**src/sv/qsf_pkg.sv**
```systemverilog
// qsf_pkg: word types, op codes, span entry type and byte masking helpers
// for the quad span fill unit. No dependencies.
`default_nettype none
package qsf_pkg;

	// op codes of an input word
	localparam logic [1:0] OP_DRAW  = 2'd0;
	localparam logic [1:0] OP_WRITE = 2'd1;
	localparam logic [1:0] OP_READ  = 2'd2;

	// reciprocal of nine scaled by 2^20, exact for values below 2^17
	localparam int unsigned RECIP9       = 116509;
	localparam int unsigned RECIP9_SHIFT = 20;

	typedef struct packed {
		logic [1:0]  op;
		logic [7:0]  ax;
		logic [7:0]  ay;
		logic [7:0]  bx;
		logic [7:0]  by;
		logic [7:0]  cx;
		logic [7:0]  cy;
		logic [7:0]  ex;
		logic [7:0]  ey;
		logic [7:0]  fill_color;
		logic [14:0] byte_addr;
		logic [7:0]  byte_data;
	} req_t;

	typedef struct packed {
		logic [7:0] read_data;
		logic [1:0] item_kind;
	} rsp_t;

	// one row of the span table; hi is two's complement
	typedef struct packed {
		logic [8:0] lo;
		logic [8:0] hi;
	} span_t;

	// bits of the first byte that survive a pixel write
	function automatic logic [7:0] keep_first(input logic [3:0] d);
		logic [7:0] m;
		case (d)
			4'd0: m = 8'h00;
			4'd1: m = 8'h80;
			4'd2: m = 8'hC0;
			4'd3: m = 8'hE0;
			4'd4: m = 8'hF0;
			4'd5: m = 8'hF8;
			4'd6: m = 8'hFC;
			4'd7: m = 8'hFE;
			default: m = 8'hFF;
		endcase
		return m;
	endfunction

	// bits of the second byte that survive a pixel write
	function automatic logic [7:0] keep_second(input logic [3:0] d);
		logic [7:0] m;
		case (d)
			4'd0: m = 8'h7F;
			4'd1: m = 8'h3F;
			4'd2: m = 8'h1F;
			4'd3: m = 8'h0F;
			4'd4: m = 8'h07;
			4'd5: m = 8'h03;
			4'd6: m = 8'h01;
			4'd7: m = 8'h00;
			default: m = 8'hFF;
		endcase
		return m;
	endfunction

	function automatic logic [7:0] merge_first(input logic [7:0] old, input logic [3:0] d,
			input logic [7:0] color);
		logic [8:0] v;
		logic [8:0] sh;
		v  = {1'b1, color};
		sh = v >> (d + 4'd1);
		return (old & keep_first(d)) | sh[7:0];
	endfunction

	function automatic logic [7:0] merge_second(input logic [7:0] old, input logic [3:0] d,
			input logic [7:0] color);
		logic [8:0]  v;
		logic [15:0] sh;
		logic [2:0]  n;
		v  = {1'b1, color};
		n  = 3'd7 - d[2:0];
		sh = {7'd0, v} << n;
		return (old & keep_second(d)) | sh[7:0];
	endfunction

endpackage
`default_nettype wire

```
**src/sv/qsf_span.sv**
```systemverilog
// qsf_span: per-row span table (min/max column) in a memory with one valid
// bit per row; an invalid row reads as empty. Depends on qsf_pkg.
`default_nettype none
module qsf_span #(
	parameter int ROWS = 132,
	parameter int COLS = 132,
	parameter int RW   = 8
) (
	input  wire logic            clk,
	input  wire logic            arst_n,
	input  wire logic            clr,
	input  wire logic            we,
	input  wire logic [RW-1:0]   waddr,
	input  wire qsf_pkg::span_t  wdata,
	input  wire logic            re,
	input  wire logic [RW-1:0]   raddr,
	output qsf_pkg::span_t       rdata
);
	import qsf_pkg::*;

	span_t          mem [ROWS];
	logic [ROWS-1:0] valid_q;
	span_t          rd_s1;
	logic           rvld_s1;

	// table storage
	always_ff @(posedge clk) begin
		if (we) begin
			mem[waddr] <= wdata;
		end
		if (re) begin
			rd_s1 <= mem[raddr];
		end
	end

	// valid bits: cleared at the start of each draw, set on write
	always_ff @(posedge clk or negedge arst_n) begin
		if (!arst_n) begin
			valid_q <= '0;
			rvld_s1 <= 1'b0;
		end else begin
			if (clr) begin
				valid_q <= '0;
			end else if (we) begin
				valid_q[waddr] <= 1'b1;
			end
			if (re) begin
				rvld_s1 <= valid_q[raddr];
			end
		end
	end

	// untouched row: min is COLS+1, max is minus one
	always_comb begin
		if (rvld_s1) begin
			rdata = rd_s1;
		end else begin
			rdata.lo = 9'(COLS + 1);
			rdata.hi = '1;
		end
	end

endmodule
`default_nettype wire

```
**config.mk**
```make
export PLATFORM = sky130hd
export DESIGN_NAME = qsf_span
export DESIGN_NICKNAME = d
export VERILOG_FILES = /design/src/sv/qsf_pkg.sv /design/src/sv/qsf_span.sv
export SDC_FILE = /design/constraint.sdc
export NUM_CORES = 2
export LEC_CHECK = 0
export ABC_AREA = 0
export BUFFER_PORTS_ARGS = -buffer_cell sky130_fd_sc_hd__buf_2
export CORE_MARGIN = 2
export CORE_UTILIZATION = 25
export CTS_BUF_LIST = sky130_fd_sc_hd__clkbuf_4
export CTS_CLUSTER_SIZE = 14
export DETAILED_ROUTE_END_ITERATION = 10
export PLACE_DENSITY = 0.45
export SYNTH_ARGS = -nofsm -noshare
export SYNTH_HDL_FRONTEND = slang
export SYNTH_SLANG_ARGS = --single-unit
export TNS_END_PERCENT = 10
```
**constraint.sdc**
```tcl
create_clock -name clk -period 2.55 [get_ports clk]
set_clock_uncertainty 0.1 [all_clocks]
set_input_delay 0.255 -clock clk [delete_from_list [all_inputs] [get_ports clk]]
set_output_delay 0.255 -clock clk [all_outputs]
set_load 0.01 [all_outputs]
```
# --- Word-level counts from Yosys, hierarchy flattened ---
# Memory sizes are Yosys's and may differ from the RTL's. A register that Yosys moved wholly into a read port is not among the register bits.
# Index checks and enable logic that the tools add are counted.
classes:
  n_bitwise: 1
  reduce_logical: 2
  muxes: 9
  n_lt_le_gt_ge: 3
op_table:
  columns: ["cell", "n"]
  rows:
  - ["2-to-1 mux 132 bit", 2]
  - ["bitwise OR 132 bit", 1]
  - ["less-than comparator 8 x 9 -> 1 bit (second input constant)", 2]
  - ["2-to-1 mux 18 bit", 1]
  - ["binary-select mux 1 bit (select 8 bit)", 1]
  - ["demux 1 bit (select 8 bit)", 1]
  - ["greater-or-equal comparator 8 x 1 -> 1 bit (second input constant)", 1]
  - ["2-to-1 mux 1 bit", 4]
  - ["nonzero test 2 bit", 1]
  - ["logical AND 1 bit", 1]
word_totals:
  ff_bits: 133
  memories: 1
  ramBits: 2376
  elab_cells: 18
  out_inout_bits: 18
mem_list:
  columns: ["memory", "depth", "width", "rd", "rd_clocked_by_memory_dff", "wr", "line", "text"]
  rows:
  - ["mem", 132, 18, 1, 1, 1, "qsf_span.sv:21", "span_t mem [ROWS];"]

# --- Depth between registers and ports, before layout ---
logic_depth:
  ltp_word: 7
  depth_mapped: 13

# --- Least setup slack after synthesis ---
# OpenSTA, ideal clock, no wires.
synth_timing:
  path_type: "input port to flip-flop"
  from: "input port raddr[0]"
  to: "register rd_s1[16] (netlist name)"
  path_slack_ns: -0.010
  arrival_ns: 2.195
  stages: 10
  required_ns: 2.185
  path_cell_list: "buf_6 buf_8 buf_6 buf_4 buf_6 mux4_2 o221ai_1 o2111ai_1 o32ai_1 a31oi_1"
synth_lines:
  columns: ["item", "line", "text"]
  rows:
  - ["start, declared", "qsf_span.sv:16", "input wire logic [RW-1:0] raddr,"]

==> results.yml <==
outcome:
  failed_checks: "setup timing"
  status: "finished, violations left"
logic_synthesis:
  synth_xor_area_share_pct: 0
  synth_largest_type_area_fraction_pct: 73.4
  synth_compound_gate_area_share_pct: 2.87
  dominant_combinational_cell_family_by_area_after_synthesis: "multiplexers"
  synth-seq-cells: 2527
  async_reset_ff_share_pct: 5.26
  post_synth_fa_ha_maj_area_fraction_pct: 0
  ys.flop_type: "edfxtp_1"
  post_synth_and_or_nand_nor_area_fraction_pct: 2.79
  synth_area_leaders: "edfxtp_1 (73%), mux4_2 (13%), dfrtp_1 (3.4%), mux2i_1 (2.1%), nor2_1 (1.5%)"
  synth-edff-count: 2394
  post_synth.cell_area_avg_um2: 21.1
  synthDominantAreaCellType: "edfxtp_1"
  synthesis.area_um2: 98000
  synth.net_count: 4676
  yosys.cell_types.count: 69
  yosys-mux-area-fraction_pct: 15.8
  syn-instance-count: 4637
  synth.yosys.seq_area_share_pct: 76.8
  yosysWarningCount: 0
sta:
  fin_crit_share_pct: 117
  grt_setup_unrepaired: "true"
  worst_slack_ps: -428
  timing_worst_slew_pin_value_ps: 1390
  fmaxAchievable_mhz: 336
  hold_viol_final: 0
  drv_slew: 0
  min_period_ps: 2980
  setup-tns-final_ps: -7150
  count_of_final_setup_violators: 25
  finalHoldWorstSlack_ps: 145
  timing.slew.headroom_pct: 6.37
critical_path:
  crit_arrival_ps: 2620
  r2r.worst_path.cells: 9
  rrSetupSlack_ps: -270
  setup.worst_path.end_class: "primary output"
  critical_path.reg2reg.startpoint: "mem[45][6]"
  timing.rr.end: "rd_s1[6]"
  cp-endpoint: "rdata[4]"
  critPathRequiredTime_ps: 2190
  worstSetupStartpoint: "rvld_s1"
  start_kind: "register"
  crit_fanout: 6
  critical_path_class: "reg -> out"
floorplanning:
  pin_count: 57
  core_outline_area_um2: 390000
  die_w_um: 630
  chipHeight_um: 630
  die_footprint_um2: 397000
  rows: 229
  initial_utilization_pct: 25.1
clocking:
  cts_root_buffer: "clkbuf_4"
  clock_tree.buffer_depth: 4
  clk_sink_count: 2527
  cts.htree.levels: 6
  clkTransAtPathRegs_ps: 70
  tritoncts: "built"
  tritoncts.num_buffers: 677
  insertion_delay_ps: 1590
global_routing:
  number_of_antenna_violations_at_the_first_check_in_global_routing: 32
  groute.usage.overall_pct: 16.5
  pin_count_of_the_biggest_net_entering_global_routing: 133
  grt_pass1_vias: 56367
  grt_first_pass_wirelength_um: 460000
  gr-total-overflow: 0
detailed_routing:
  route.vias.total: 54629
  post_detailed_route_drc_marker_count: 0
  first_iter_violations: 5967
  first_pass_iters: 5
  totalWireLength_um: 334000
  drt-wirelength-per-cell_um: 28.5
  vias_per_cell: 4.66
  antenna_violating_nets_post_route: 0
place:
  placed_area_um2: 112000
  gp_congestion: 0.881
  hpwl_um: 211000
  numPlacedInstances: 10373
  io_buffer_count: 56
power:
  power.ir.vdd_worst_uv: 429
  power-per-cell-area_nw_per_um2: 717
  p_leak_nw: 40.8
finish:
  drive_gt1_share_pct: 42.4
  layout.core_utilization_pct: 31.5
  num-nets-final: 6016
  final-instance-count-excl-fill: 11715
  flow.area_growth_from_synthesis_pct: 25.3
  postLayoutCellArea_um2: 123000
job:
  max_cap_viols: 0
hold_path:
  timing.hold.worst.class: "in -> reg"
  hold_path.startpoint: "raddr[7]"
## what timing repair did
| action | 4_1_cts | 5_1_grt |
|---|---|---|
| hold buffers | 114 | 3 |
| setup buffers | 2 | 4 |
| endpoints found under the hold margin | 5054 | 34 |
| endpoints found under the setup margin | 32 | 157 |
| cloned | 1 | 0 |
| resized for setup | 86 | 23 |
| pin swaps | 5 | 4 |
## how the worst min path moves through the flow
stage | slack, ps | to | cells past startpoint
after floorplan | -140 | rvld_s1 | 0
after global placement | 80 | valid_q[11] | 1
after detailed placement | 90 | valid_q[9] | 1
after CTS | 6 | rd_s1[11] | 6
after global routing | 10 | mem[45][9] | 6
final | 150 | rd_s1[10] | 6
## power breakdown
group          leakage (nW)  internal (W)  switching (W)  total, W
sequential             23.4        0.0455      0.0000355    0.0455
clock                  5.26        0.0192         0.0174    0.0366
combinational          12.2       0.00232        0.00359   0.00590
## cells by family (layout without fill, tap and decap cells)
family,count (synthesis),after routing
other,0,16
flip-flops,2527,2527
buffers and inverters,274,2139
multiplexers,807,807
AND/OR/NAND/NOR,646,646
AO/OA/AOI/OAI,383,383
## cell type report
cell class                      instances  area, µm²
Fill cell                           38026     267000
Sequential cell                      2527      75200
Antenna cell                           16       40.0
Timing Repair Buffer                  929      10500
Multi-Input combinational cell       1836      21700
Clock inverter                        165       1020
Clock buffer                         1039       7800
Inverter                                6       32.5
Tap cell                             5197       6500
## registers in the layout (all words and copies together) (netlist names)
signal / flops
mem: 2376
rd_s1: 18
rvld_s1: 1
valid_q: 132
## cells in the final DEF (no fill, tap or decap), types with 8 or more instances in the layout
master | synthesis | layout
edfxtp_1 | 2394 | 2394
clkbuf_4 | 1 | 1039
mux4_2 | 575 | 577
buf_4 | 30 | 534
nor2_1 | 394 | 257
buf_12 | 3 | 245
mux2i_1 | 206 | 206
nor2_2 | 0 | 134
dfrtp_1 | 133 | 132
nand2_1 | 114 | 114
dlygate4sd3_1 | 0 | 100
clkinv_1 | 3 | 92
a21oi_1 | 66 | 66
a22oi_1 | 59 | 58
o21ai_0 | 40 | 35
nand3_1 | 34 | 33
o221ai_1 | 30 | 30
a221oi_1 | 32 | 29
o21ba_2 | 23 | 23
buf_6 | 33 | 23
clkinv_2 | 0 | 20
o22ai_1 | 21 | 19
buf_2 | 70 | 17
diode_2 | 0 | 16
a211oi_1 | 18 | 16
mux2_2 | 16 | 16
inv_6 | 0 | 16
nor2b_1 | 21 | 15
nand4_1 | 13 | 13
nand2b_4 | 0 | 12
clkinv_4 | 0 | 11
a31oi_1 | 10 | 10
clkinvlp_4 | 0 | 10
nor3_1 | 11 | 9
a221o_1 | 10 | 9
o31ai_1 | 10 | 9
o2111ai_1 | 8 | 8
mux4_1 | 10 | 8
## per-stage QoR
step,power (W),worst slack (ps)
5_1_grt,0.0915,-533
3_3_place_gp,0.0520,-1370
6_report,0.0880,-428
4_1_cts,0.0892,-616
3_5_place_dp,0.0521,-1440
2_1_floorplan,0.0487,2.31
## metal layers
metal / vias up / global-route usage, % / share of wire (%)
li1: 22469 / - / -
met1: 29491 / 22.5 / 43
met2: 2198 / 26.7 / 47
met3: 465 / 2.90 / 6.5
met4: 6 / 5.47 / 3.3
met5: - / 0 / 0.012
## worst max-delay path: stages, from the launching register on
cell and delay [ps]:
dfrtp_2 490, buf_6 170, buf_4 140, nand2b_4 130, buf_6 120
## synthesized netlist by cell type (8+ instances only)
master	instances
nand4_1	13
mux2_2	16
mux4_1	10
and2_1	15
mux4_2	575
a31oi_1	10
o21ba_2	23
nor2_1	394
edfxtp_1	2394
a2111oi_0	9
nand2b_1	18
a211oi_1	18
o31ai_1	10
o22ai_1	21
buf_2	70
a21oi_1	66
buf_6	33
nand2_1	114
buf_1	15
o221ai_1	30
buf_8	22
clkbuf_1	93
mux2i_1	206
buf_4	30
o21ai_0	40
a22oi_1	59
nor2b_1	21
o2111ai_1	8
a221o_1	10
dfrtp_1	133
nor3_1	11
nand3_1	34
a221oi_1	32
Note: power is estimated with default switching activity, not from simulation.
